## src/rtl/smam_pkg.sv

```systemverilog
// Shared types, constants and the microprogram of the sparse matrix adder.
// Used by smam_useq and sparse_matrix_add_merge_top; depends on nothing.
`timescale 1ns / 1ps
`default_nettype none

package smam_pkg;

	localparam int LIST_DEPTH_DEF = 32;
	localparam int INDEX_BITS_DEF = 8;

	localparam int CMD_W = 2;
	localparam int ROW_W = 8;
	localparam int VAL_W = 32;
	localparam int CFG_W = 9;
	localparam int CFG_IDX_W = 2;
	localparam logic [CFG_W-1:0] DIM_RESET = CFG_W'(16);

	typedef enum logic [CMD_W-1:0] {
		CMD_LOAD_A = 2'd0,
		CMD_LOAD_B = 2'd1,
		CMD_MERGE  = 2'd2
	} cmd_t;

	typedef enum logic [CFG_IDX_W-1:0] {
		REG_ROWS_A = 2'd0,
		REG_COLS_A = 2'd1,
		REG_ROWS_B = 2'd2,
		REG_COLS_B = 2'd3
	} reg_idx_t;

	typedef logic [1:0] step_t;

	localparam step_t ST_IDLE  = 2'd0;
	localparam step_t ST_CHECK = 2'd1;
	localparam step_t ST_MERGE = 2'd2;

	typedef enum logic [1:0] {
		COND_MERGE_CMD = 2'd0,
		COND_SPECIAL   = 2'd1,
		COND_DONE      = 2'd2
	} cond_t;

	typedef struct packed {
		logic  idle;
		logic  chk;
		logic  mrg;
		cond_t cond;
		step_t target;
		step_t next;
	} uword_t;

	typedef struct packed {
		logic merge_cmd;
		logic special;
		logic done;
	} seq_flags_t;

	typedef struct packed {
		uword_t uw;
		logic   taken;
	} seq_ctrl_t;

	function automatic uword_t ucode_rom(input step_t pc);
		uword_t w;
		case (pc)
			ST_IDLE:  w = '{idle: 1'b1, chk: 1'b0, mrg: 1'b0, cond: COND_MERGE_CMD,
				target: ST_CHECK, next: ST_IDLE};
			ST_CHECK: w = '{idle: 1'b0, chk: 1'b1, mrg: 1'b0, cond: COND_SPECIAL,
				target: ST_IDLE, next: ST_MERGE};
			ST_MERGE: w = '{idle: 1'b0, chk: 1'b0, mrg: 1'b1, cond: COND_DONE,
				target: ST_IDLE, next: ST_MERGE};
			default:  w = '{idle: 1'b0, chk: 1'b0, mrg: 1'b0, cond: COND_DONE,
				target: ST_IDLE, next: ST_IDLE};
		endcase
		return w;
	endfunction

endpackage

`default_nettype wire

```

## src/rtl/smam_useq.sv

```systemverilog
// Microcode sequencer: step counter, control ROM lookup and conditional jumps.
// Depends on smam_pkg for the control word layout and the program.
`timescale 1ns / 1ps
`default_nettype none

module smam_useq (
	input  wire                  clk,
	input  wire                  arst_n,
	input  smam_pkg::seq_flags_t flags,
	output smam_pkg::seq_ctrl_t  ctrl
);
	import smam_pkg::*;

	step_t  pc_q;
	uword_t uw;
	logic   taken;

	always_comb begin
		uw = ucode_rom(pc_q);
		case (uw.cond)
			COND_MERGE_CMD: taken = flags.merge_cmd;
			COND_SPECIAL:   taken = flags.special;
			COND_DONE:      taken = flags.done;
			default:        taken = 1'b1;
		endcase
	end

	always_ff @(posedge clk or negedge arst_n) begin
		if (!arst_n) begin
			pc_q <= ST_IDLE;
		end else begin
			pc_q <= taken ? uw.target : uw.next;
		end
	end

	assign ctrl = '{uw: uw, taken: taken};

endmodule

`default_nettype wire

```

## src/rtl/sparse_matrix_add_merge_top.sv

```systemverilog
// Top level of the sparse matrix adder: list memories, pointers and merge datapath.
// Depends on smam_pkg and on smam_useq, which sequences the merge.
`timescale 1ns / 1ps
`default_nettype none

// Channel     Signals                                   Handshake
// command     command, row, col, value                  start high while busy low
// result      out_row, out_col, out_value, last,        valid high for one cycle
//             empty_res, dim_error
// config      cfg_we, cfg_index, cfg_data               cfg_we high, no wait
//
// A merge runs a check step and then yields one merged word per cycle; a
// dimension error or two empty lists end at the check step. Each result
// leaves the output register in the cycle after its step.
// The merge rate is set by the single read port of each list memory.
// Reset clears both counts and sets all dimensions to 16; the list memories are
// not cleared. The receiver cannot stall, so results never wait.

module sparse_matrix_add_merge_top #(
	parameter int LIST_DEPTH = smam_pkg::LIST_DEPTH_DEF,
	parameter int INDEX_BITS = smam_pkg::INDEX_BITS_DEF
) (
	input  wire                                  clk,
	input  wire                                  arst_n,
	input  wire                                  start,
	output logic                                 busy,
	input  wire  [smam_pkg::CMD_W-1:0]           command,
	input  wire  [smam_pkg::ROW_W-1:0]           row,
	input  wire  [smam_pkg::ROW_W-1:0]           col,
	input  wire  signed [smam_pkg::VAL_W-1:0]    value,
	input  wire                                  cfg_we,
	input  wire  [smam_pkg::CFG_IDX_W-1:0]       cfg_index,
	input  wire  [smam_pkg::CFG_W-1:0]           cfg_data,
	output logic                                 valid,
	output logic [smam_pkg::ROW_W-1:0]           out_row,
	output logic [smam_pkg::ROW_W-1:0]           out_col,
	output logic signed [smam_pkg::VAL_W-1:0]    out_value,
	output logic                                 last,
	output logic                                 empty_res,
	output logic                                 dim_error
);
	import smam_pkg::*;

	localparam int IW = (INDEX_BITS < ROW_W) ? INDEX_BITS : ROW_W;
	localparam int AW = (LIST_DEPTH > 1) ? $clog2(LIST_DEPTH) : 1;
	localparam int CW = $clog2(LIST_DEPTH + 1);
	localparam int EW = 2 * IW + VAL_W;
	localparam logic [CW-1:0] DEPTH_C = CW'(LIST_DEPTH);

	logic [EW-1:0] mem_a [LIST_DEPTH];
	logic [EW-1:0] mem_b [LIST_DEPTH];
	logic [EW-1:0] rd_a_q, rd_b_q;

	logic [CW-1:0] count_a_q, count_b_q, i_q, j_q, i_nx, j_nx;
	logic [CFG_W-1:0] rows_a_q, cols_a_q, rows_b_q, cols_b_q;

	seq_flags_t flags;
	seq_ctrl_t  ctrl;

	logic          accept, ld_a, ld_b, clr_cnt;
	logic          mismatch, both_empty;
	logic          va, vb, a_lt, b_sel, adv_a, adv_b, emit;
	logic [IW-1:0] a_row, a_col, b_row, b_col, sel_row, sel_col;
	logic [VAL_W-1:0] a_val, b_val, sel_val;
	logic [EW-1:0] wr_word;

	smam_useq u_seq (
		.clk    (clk),
		.arst_n (arst_n),
		.flags  (flags),
		.ctrl   (ctrl)
	);

	assign busy    = ~ctrl.uw.idle;
	assign accept  = start & ~busy;
	assign ld_a    = accept && (command == CMD_LOAD_A) && (count_a_q < DEPTH_C);
	assign ld_b    = accept && (command == CMD_LOAD_B) && (count_b_q < DEPTH_C);
	assign wr_word = {row[IW-1:0], col[IW-1:0], value};

	assign mismatch   = (rows_a_q != rows_b_q) || (cols_a_q != cols_b_q);
	assign both_empty = (count_a_q == '0) && (count_b_q == '0);

	assign {a_row, a_col, a_val} = rd_a_q;
	assign {b_row, b_col, b_val} = rd_b_q;

	always_comb begin
		va    = i_q < count_a_q;
		vb    = j_q < count_b_q;
		a_lt  = (a_row < b_row) || ((a_row == b_row) && (a_col < b_col));
		b_sel = (b_row < a_row) || (b_col < a_col);
		adv_a = 1'b0;
		adv_b = 1'b0;
		sel_row = a_row;
		sel_col = a_col;
		sel_val = a_val;
		if (va && vb) begin
			if (a_lt) begin
				adv_a = 1'b1;
			end else if (b_sel) begin
				adv_b   = 1'b1;
				sel_row = b_row;
				sel_col = b_col;
				sel_val = b_val;
			end else begin
				adv_a   = 1'b1;
				adv_b   = 1'b1;
				sel_val = a_val + b_val;
			end
		end else if (va) begin
			adv_a = 1'b1;
		end else begin
			adv_b   = 1'b1;
			sel_row = b_row;
			sel_col = b_col;
			sel_val = b_val;
		end
		if (ctrl.uw.chk) begin
			i_nx = '0;
			j_nx = '0;
		end else begin
			i_nx = i_q + CW'(adv_a);
			j_nx = j_q + CW'(adv_b);
		end
	end

	assign flags = '{
		merge_cmd: accept && (command == CMD_MERGE),
		special:   mismatch || both_empty,
		done:      (i_nx >= count_a_q) && (j_nx >= count_b_q)
	};

	assign clr_cnt = ctrl.taken && (ctrl.uw.chk || ctrl.uw.mrg);
	assign emit    = ctrl.uw.mrg || (ctrl.uw.chk && flags.special);

	always_ff @(posedge clk) begin
		if (ld_a) begin
			mem_a[count_a_q[AW-1:0]] <= wr_word;
		end
		if (ld_b) begin
			mem_b[count_b_q[AW-1:0]] <= wr_word;
		end
		rd_a_q <= mem_a[i_nx[AW-1:0]];
		rd_b_q <= mem_b[j_nx[AW-1:0]];
	end

	always_ff @(posedge clk or negedge arst_n) begin
		if (!arst_n) begin
			count_a_q <= '0;
			count_b_q <= '0;
			i_q       <= '0;
			j_q       <= '0;
			rows_a_q  <= DIM_RESET;
			cols_a_q  <= DIM_RESET;
			rows_b_q  <= DIM_RESET;
			cols_b_q  <= DIM_RESET;
			valid     <= 1'b0;
		end else begin
			if (clr_cnt) begin
				count_a_q <= '0;
				count_b_q <= '0;
			end else begin
				if (ld_a) begin
					count_a_q <= count_a_q + CW'(1);
				end
				if (ld_b) begin
					count_b_q <= count_b_q + CW'(1);
				end
			end
			i_q <= i_nx;
			j_q <= j_nx;
			if (cfg_we) begin
				case (cfg_index)
					REG_ROWS_A: rows_a_q <= cfg_data;
					REG_COLS_A: cols_a_q <= cfg_data;
					REG_ROWS_B: rows_b_q <= cfg_data;
					REG_COLS_B: cols_b_q <= cfg_data;
					default: ;
				endcase
			end
			valid <= emit;
		end
	end

	always_ff @(posedge clk) begin
		if (emit) begin
			if (ctrl.uw.chk) begin
				out_row   <= '0;
				out_col   <= '0;
				out_value <= '0;
				last      <= 1'b1;
				empty_res <= ~mismatch;
				dim_error <= mismatch;
			end else begin
				out_row   <= ROW_W'(sel_row);
				out_col   <= ROW_W'(sel_col);
				out_value <= sel_val;
				last      <= flags.done;
				empty_res <= 1'b0;
				dim_error <= 1'b0;
			end
		end
	end

endmodule

`default_nettype wire

```

## config.mk

```make
export PLATFORM = sky130hd
export DESIGN_NAME = sparse_matrix_add_merge_top
export DESIGN_NICKNAME = d
export VERILOG_FILES = /design/src/rtl/smam_pkg.sv /design/src/rtl/smam_useq.sv /design/src/rtl/sparse_matrix_add_merge_top.sv
export SDC_FILE = /design/constraint.sdc
export NUM_CORES = 2
export LEC_CHECK = 0
export BUFFER_PORTS_ARGS = -buffer_cell sky130_fd_sc_hd__buf_4
export CAP_MARGIN = 0
export CELL_PAD_IN_SITES_DETAIL_PLACEMENT = 0
export CELL_PAD_IN_SITES_GLOBAL_PLACEMENT = 1
export CORE_MARGIN = 2
export CORE_UTILIZATION = 47
export CTS_CLUSTER_DIAMETER = 120
export CTS_CLUSTER_SIZE = 40
export DETAILED_ROUTE_END_ITERATION = 10
export GPL_TIMING_DRIVEN = 1
export PLACE_DENSITY_LB_ADDON = 0.1
export SLEW_MARGIN = 20
export SYNTH_ARGS = -nofsm -noshare
export SYNTH_HDL_FRONTEND = slang
export SYNTH_SLANG_ARGS = --single-unit
```

## constraint.sdc

```tcl
create_clock -name clk -period 9.5 [get_ports clk]
set_clock_uncertainty 0.15 [all_clocks]
set_input_delay 0.475 -clock clk [delete_from_list [all_inputs] [get_ports clk]]
set_output_delay 0.475 -clock clk [all_outputs]
set_load 0.005 [all_outputs]
```

# Word level (Yosys, flattened, before mapping)
# Memory sizes are Yosys's and may differ from the RTL's. A register that Yosys moved wholly into a read port is not among the register bits.
# Cells that the tools add are included.
[word_totals] output_inout_bits=53 word_cells=109 memories=2 mem_bits_rw=3072 ff_bits=114 in_bits=65
[classes] reduce_logical=29 muxes=32 n_eq_ne=12 add_sub_neg=5 order_cmp=10 bitwise_logic=3
[mem_list] name="mem_a" words=32 word_bits=48 read_ports=1 rd_ports_with_merged_regs=1 wr=1 line="sparse_matrix_add_merge_top.sv:50" rtl="logic [EW-1:0] mem_a [LIST_DEPTH];"
[mem_list] name="mem_b" words=32 word_bits=48 read_ports=1 rd_ports_with_merged_regs=1 wr=1 line="sparse_matrix_add_merge_top.sv:51" rtl="logic [EW-1:0] mem_b [LIST_DEPTH];"
[op_table] operator="32-bit 2-to-1 mux" n=4
[op_table] operator="8-bit 2-to-1 mux" n=8
[op_table] operator="6-bit 2-to-1 mux" n=6
[op_table] operator="32-bit adder" n=1
[op_table] operator="8-bit less-than comparator" n=4
[op_table] operator="9-bit case mux with 3 select lines" n=1
[op_table] operator="9-bit inequality test" n=2
[op_table] operator="6-bit by 1-bit adder with 6-bit output" n=2
[op_table] operator="6-bit by 1-bit adder with 6-bit output, second input constant" n=2
[op_table] operator="6-bit >= comparator" n=2
[op_table] operator="6-bit logical NOT" n=2
[op_table] operator="6-bit less-than comparator" n=2
[op_table] operator="6-bit less-than comparator, second input constant" n=2
[op_table] operator="1-bit logical AND" n=11
[op_table] operator="1-bit 2-to-1 mux" n=11
[op_table] operator="2-bit == test, second input constant" n=5
[op_table] operator="2-bit by 1-bit == test with 1-bit output, second input constant" n=4
[op_table] operator="8-bit == test" n=1
[op_table] operator="2-bit logical NOT" n=4
[op_table] operator="2-bit AND reduction" n=4
[op_table] operator="1-bit logical OR" n=6
[op_table] operator="2-bit nonzero test" n=2
[op_table] operator="1-bit case mux with 3 select lines" n=1
[op_table] operator="2-bit 2-to-1 mux" n=1
[op_table] operator="2 further kinds" n=3

# Longest topological paths before layout
[logic_depth] depth_word=12 depth_mapped=27 mapped_depth_nobuf=22

# Hierarchy
# Synthesis repeated with hierarchy kept, for this count alone.
[unflattened] hier_cells=6362 hier_area_um2=126068.4
[modules_own_cells] module="sparse_matrix_add_merge_top" instances=1 seq_area_each_um2=97233.3 area_each_um2=125833.2 cells_each=6339
[modules_own_cells] module="smam_useq" instances=1 seq_area_each_um2=50.0 area_each_um2=235.2 cells_each=23

# Worst setup path before layout
# Ideal clock, no wire load.
[synth_timing] path_kind="flip-flop to flip-flop" startpoint="register count_b_q[3]" endpoint="register count_a_q[0]" path_buffers=5 t_required_ps=9218 setup_slack_ps=3884 setup_ps=132 t_arrival_ps=5334 path_stages_with_launch=27 synth_period_minus_slack_ps=5616 path_cell_list="dfrtp_1 > clkbuf_1 > clkinv_1 > ha_1 > a2111oi_0 > o31ai_1 > nor3_1 > nand2_1 > o21ai_2 > inv_2 > clkbuf_1 > ha_1 > ha_1 > nand2_1 > clkbuf_1 > clkbuf_1 > inv_1 > ha_1 > a21oi_1 > a21oi_1 > o22a_1 > a21oi_1 > o21ai_0 > nand4_1 > a31oi_1 > clkbuf_1 > nor2_1"
[synth_between] elab_chain_cells=10 elab_cells_between_ends=18 cone_classes="2 x add/sub; 3 x order compare; 6 x mux; 7 x reduce/logical"
[synth_rtl] element="from (decl)" line="sparse_matrix_add_merge_top.sv:54" rtl="logic [CW-1:0] count_a_q, count_b_q, i_q, j_q, i_nx, j_nx;"
[synth_rtl] element="from (signal assigned)" line="sparse_matrix_add_merge_top.sv:166" rtl="count_b_q <= count_b_q + CW'(1);"
[synth_rtl] element="6-bit less-than comparator (*)" line="sparse_matrix_add_merge_top.sv:88" rtl="vb = j_q < count_b_q;"
[synth_rtl] element="1-bit logical AND (*)" line="sparse_matrix_add_merge_top.sv:96" rtl="if (va && vb) begin"
[synth_rtl] element="1-bit 2-to-1 mux (*)" line="sparse_matrix_add_merge_top.sv:96"
[synth_rtl] element="6-bit by 1-bit adder with 6-bit output (*)" line="sparse_matrix_add_merge_top.sv:121" rtl="i_nx = i_q + CW'(adv_a);"
[synth_rtl] element="6-bit 2-to-1 mux (*)" line="sparse_matrix_add_merge_top.sv:117" rtl="if (ctrl.uw.chk) begin"
[synth_rtl] element="net i_nx[1]" line="sparse_matrix_add_merge_top.sv:54"
[synth_rtl] element="6-bit >= comparator (*)" line="sparse_matrix_add_merge_top.sv:129" rtl="done: (i_nx >= count_a_q) && (j_nx >= count_b_q)"
[synth_rtl] element="1-bit logical AND (*)" line="sparse_matrix_add_merge_top.sv:129"
[synth_rtl] element="1-bit case mux with 3 select lines (*)" line="smam_useq.sv:20" rtl="case (uw.cond)"
[synth_rtl] element="1-bit logical AND (*)" line="sparse_matrix_add_merge_top.sv:132" rtl="assign clr_cnt = ctrl.taken && (ctrl.uw.chk || ctrl.uw.mrg);"
[synth_rtl] element="6-bit 2-to-1 mux or 2-bit nonzero test (tied branches)"
[synth_rtl] element="to (signal assigned)" line="sparse_matrix_add_merge_top.sv:163" rtl="count_a_q <= count_a_q + CW'(1);"
[synth_rtl] element="to (decl)" line="sparse_matrix_add_merge_top.sv:54"
# Mark *: on every way through the listed nets, which the timed path passes. The rest lies on a longest branch.
# A chain may end at the register's enable or synchronous reset.

# Final worst setup path
[layout_timing] startpoint="register count_b_q[3]" endpoint="register rd_b_q[26] (read register of mem_b)"
[layout_between] elab_chain_cells=5
[layout_rtl] element="6-bit less-than comparator" line="sparse_matrix_add_merge_top.sv:88"
[layout_rtl] element="1-bit logical AND" line="sparse_matrix_add_merge_top.sv:96"
[layout_rtl] element="1-bit 2-to-1 mux" line="sparse_matrix_add_merge_top.sv:96"
[layout_rtl] element="6-bit by 1-bit adder with 6-bit output" line="sparse_matrix_add_merge_top.sv:122" rtl="j_nx = j_q + CW'(adv_b);"
[layout_rtl] element="6-bit 2-to-1 mux" line="sparse_matrix_add_merge_top.sv:117"
[layout_rtl] element="to (decl)" line="sparse_matrix_add_merge_top.sv:52" rtl="logic [EW-1:0] rd_a_q, rd_b_q;"
# Every way passes these cells.

==> qor.csv <==
stage,metric,value,unit
status,status,"complete, but fails checks",
status,violated checks,antenna rules,
clock_network,CTS tree,yes,
placed_design,"Cell Area, Placed",0.132,sq mm
global_routing,first-pass GRT wire length,509000,um
layout,Final Instance Area,0.135,sq mm
sta,Least-Margin Pin Slew,1.16,ns
setup_path,critical path cell sequence,"clkinv_1, ha_1, o21a_1, nor2_1, o31ai_1, nor3_1, and2_1, buf_4, nor2_1, inv_2, ha_1, ha_1, xor2_1, nand2_4, inv_8, buf_4, o221ai_1, a21oi_1, a211oi_1, a211oi_1, a21o_1",
synthesis,top_reg_cell synth,edfxtp_1,
placed_design,post-DP HPWL,188000,um
placed_design,Buffers on Ports,117,
global_routing,largest net degree at the start of global routing,167,
global_routing,vias in the first global route,66400,
setup_path,CP top delay family,compound AO/OA/AOI/OAI gates,
synthesis,synth unique cells,73,
clock_network,Max clock buf depth,3,
global_routing,Total Routing Usage GR,26.3,%
synthesis,synthesized flop and latch total,3282,
sta,max-slew violation count,0,
synthesis,dominant cells by area after synthesis,"edfxtp_1, mux4_2, o221ai_1, a21oi_1, a211oi_1",
flow_run,max-cap violations,0,
drt,DR vias/cell,6.61,
drt,DRC,0,
sta,setup tns final,0,ns
hold_path,hold crit path type,input port to flop,
setup_path,Worst Path Required,10.11,ns
setup_path,CP Launch Type,flop,
die,die width,522,um
synthesis,simple logic cell fraction of the synthesized area,1.23,%
drt,Vias,68300,
synthesis,Mapped Avg Cell Area,18.5,sq um
drt,DRT iter0 DRCs,8223,
synthesis,Post-Synth Adder-Cell Area,0.859,%
synthesis,cell taking the most area after synthesis,edfxtp_1,
synthesis,post-synthesis mux area share,7.19,%
synthesis,Synth top area share,74.4,%
layout,layout cell share with drive strength beyond 1,13.6,%
die,# IOs,118,
sta,unrepaired setup endpoints after global routing,false,
sta,Tmin final,7.82,ns
sta,Max Clock Freq,0.128,GHz
die,Initial Util,47.2,%
die,Die Span Y,522,um
die,die area,0.273,sq mm
setup_path,CP max stage cell,o31ai_1,
sta,final setup vio count,0,
setup_path,Worst Path Arrival,8.44,ns
die,core box area,0.267,sq mm
placed_design,Placer Congestion,0.813,
synthesis,"Seq/Total Area, Yosys",77.1,%
synthesis,largest family of logic cells by synthesized area,compound AO/OA/AOI/OAI gates,
synthesis,Post-Syn Instances,6801,
clock_network,CTS clock-pin slew for the worst setup and hold paths,0.16,ns
synthesis,post-synthesis xor/xnor area fraction,0.389,%
sta,Slew HR,22.3,%
setup_path,CP dominant cell by count,ha_1,
clock_network,TritonCTS buffer count,94,
clock_network,worst skew pair latency,0.83,ns
layout,fillers,21800,
die,FP Rows,190,
synthesis,mapped cell area,0.126,sq mm
sta,hold_ws,0.0428,ns
placed_design,Inst Count DP,10100,
sta,Fin. Hold Viols,0,
drt,Avg WL per Cell,35.1,um
synthesis,"Async S/R FF share, synth",1.92,%
global_routing,grt ovf,0,
global_routing,antenna violations before repair,24,
drt,Post-DRT Antenna Nets,1,
setup_path,CP Class,flop to flop,
drt,final wirelength,363000,um
synthesis,Post-synth EDFFs,3123,
layout,fin cells,10300,
setup_path,CP Max Fanout,98,
layout,final net count,6843,
drt,first drt pass iteration count,5,
clock_network,root cell of the clock tree,clkbuf_16,
clock_network,clock sink total,3282,
clock_network,H-Tree Depth,3,
layout,P&R area growth vs syn,6.98,%
synthesis,complex-gate fraction of the synthesized area,11.4,%
synthesis,Ys Warns,0,
sta,period utilization,82.4,%
synthesis,synthesized net count,6952,
setup_path,worst path bufs/invs,5,
setup_path,critical path's largest stage delay,0.80,ns
setup_path,Worst setup EP type,flop,
[routing by layer]
layer,GRT usage (%),vias up,routed length [um]
met2,43.5,2349,179000
met5,0,-,13
li1,-,28300,-
met4,4.84,2,7020
met1,37.9,37300,154000
met3,3.14,318,23800
[cell usage in the layout, fill, tap and decap left out, types with 8 or more instances in the layout]
cell,n
a21o_1,111
clkbuf_1,63
o21ai_1,10
a31oi_1,11
clkbuf_16,96
buf_4,248
o21ai_0,19
edfxtp_1,3123
nand2_1,95
nor2_1,59
xnor2_1,21
ha_1,84
dlygate4sd3_1,32
xor2_1,35
dfxtp_1,96
o221ai_1,774
buf_12,26
nor3_1,12
o211ai_1,12
inv_1,39
mux2_2,36
mux4_2,384
a211oi_1,298
nand4_1,14
nor2b_1,8
nor2_4,65
o21a_1,8
dfrtp_1,59
a21oi_1,752
diode_2,16
nand3_1,40
[state kept, by name (all words and copies together) (netlist names), 2 cells and up]
name        cells
count_b_q       6
cols_b_q        9
rd_a_q         48
cols_a_q        9
rows_b_q        9
j_q             6
out_row         8
out_col         8
rows_a_q        9
u_seq.pc_q      2
mem_b        1536
i_q             6
rd_b_q         48
out_value      32
mem_a        1536
count_a_q       6
[area by class of cell]
| class | instances | area [sq um] | area share (%) |
|---|---|---|---|
| Clock buffer | 160 | 2650 | 1.97 |
| Sequential cell | 3282 | 97300 | 72.1 |
| Multi-Input combinational cell | 2953 | 27200 | 20.2 |
| Clock inverter | 17 | 211 | 0.157 |
| Timing Repair Buffer | 312 | 2870 | 2.13 |
| Antenna cell | 16 | 40.0 | 0.0297 |
| Inverter | 49 | 229 | 0.170 |
| Tap cell | 3552 | 4440 | 3.29 |
[through the flow]
step	util, %	setup slack (ns)
2_1_floorplan	-	3.88
3_3_place_gp	49.2	1.42
3_5_place_dp	49.2	1.39
4_1_cts	50.4	1.33
5_1_grt	50.4	1.15
6_report	50.5	1.68
[cells in the mapped netlist, drive strengths merged (36+ instances only)]
cell type,n
edfxtp,3123
dfxtp,96
mux2,36
nand2,99
inv,46
dfrtp,59
nor2,124
nand3,40
mux4,384
a21oi,752
a21o,112
buf,134
o221ai,774
clkbuf,383
ha,85
a211oi,298
[repair_timing]
item / CTS / global route
hold endpoints to repair: 430 / 0
setup buffers: 0 / 0
gates resized for setup: 0 / 0
hold buffers: 32 / 0
[kinds of logic after synthesis]
| family | after synthesis |
|---|---|
| compound gates | 2047 |
| xor+xnor | 56 |
| fa+ha+maj | 86 |
| buf+inv | 566 |
| flops | 3282 |
| mux | 422 |
| simple gates | 342 |
[worst register-to-register path, cell delays in order, from the launching register on]
cell	delay [ns]
dfrtp_1	0.59
clkinv_1	0.34
ha_1	0.38
o21a_1	0.11
nor2_1	0.04
o31ai_1	0.80
nor3_1	0.17
and2_1	0.25
buf_4	0.25
nor2_1	0.54
inv_2	0.25
ha_1	0.26
ha_1	0.20
xor2_1	0.22
nand2_4	0.35
inv_8	0.71
buf_4	0.66
o221ai_1	0.24
a21oi_1	0.18
a211oi_1	0.08
a211oi_1	0.75
a21o_1	0.23
[final timing paths]
kind | from | end | slack, ns | cells after the start
min in group asynchronous | arst_n | cols_a_q[5] | 0.20 | 2
max in group asynchronous | arst_n | rows_a_q[8] | 8.40 | 2
max reg2reg | count_b_q[3] | rd_b_q[26] | 1.68 | 21
min | value[26] | mem_b[9][26] | 0.04 | 1
max | count_b_q[3] | rd_b_q[26] | 1.68 | 21
min reg2reg | rows_b_q[7] | rows_b_q[7] | 0.39 | 1
Power is left out: the tool's default activity adds up to more than one toggle a clock period on the data nets, which glitch-free logic cannot reach.
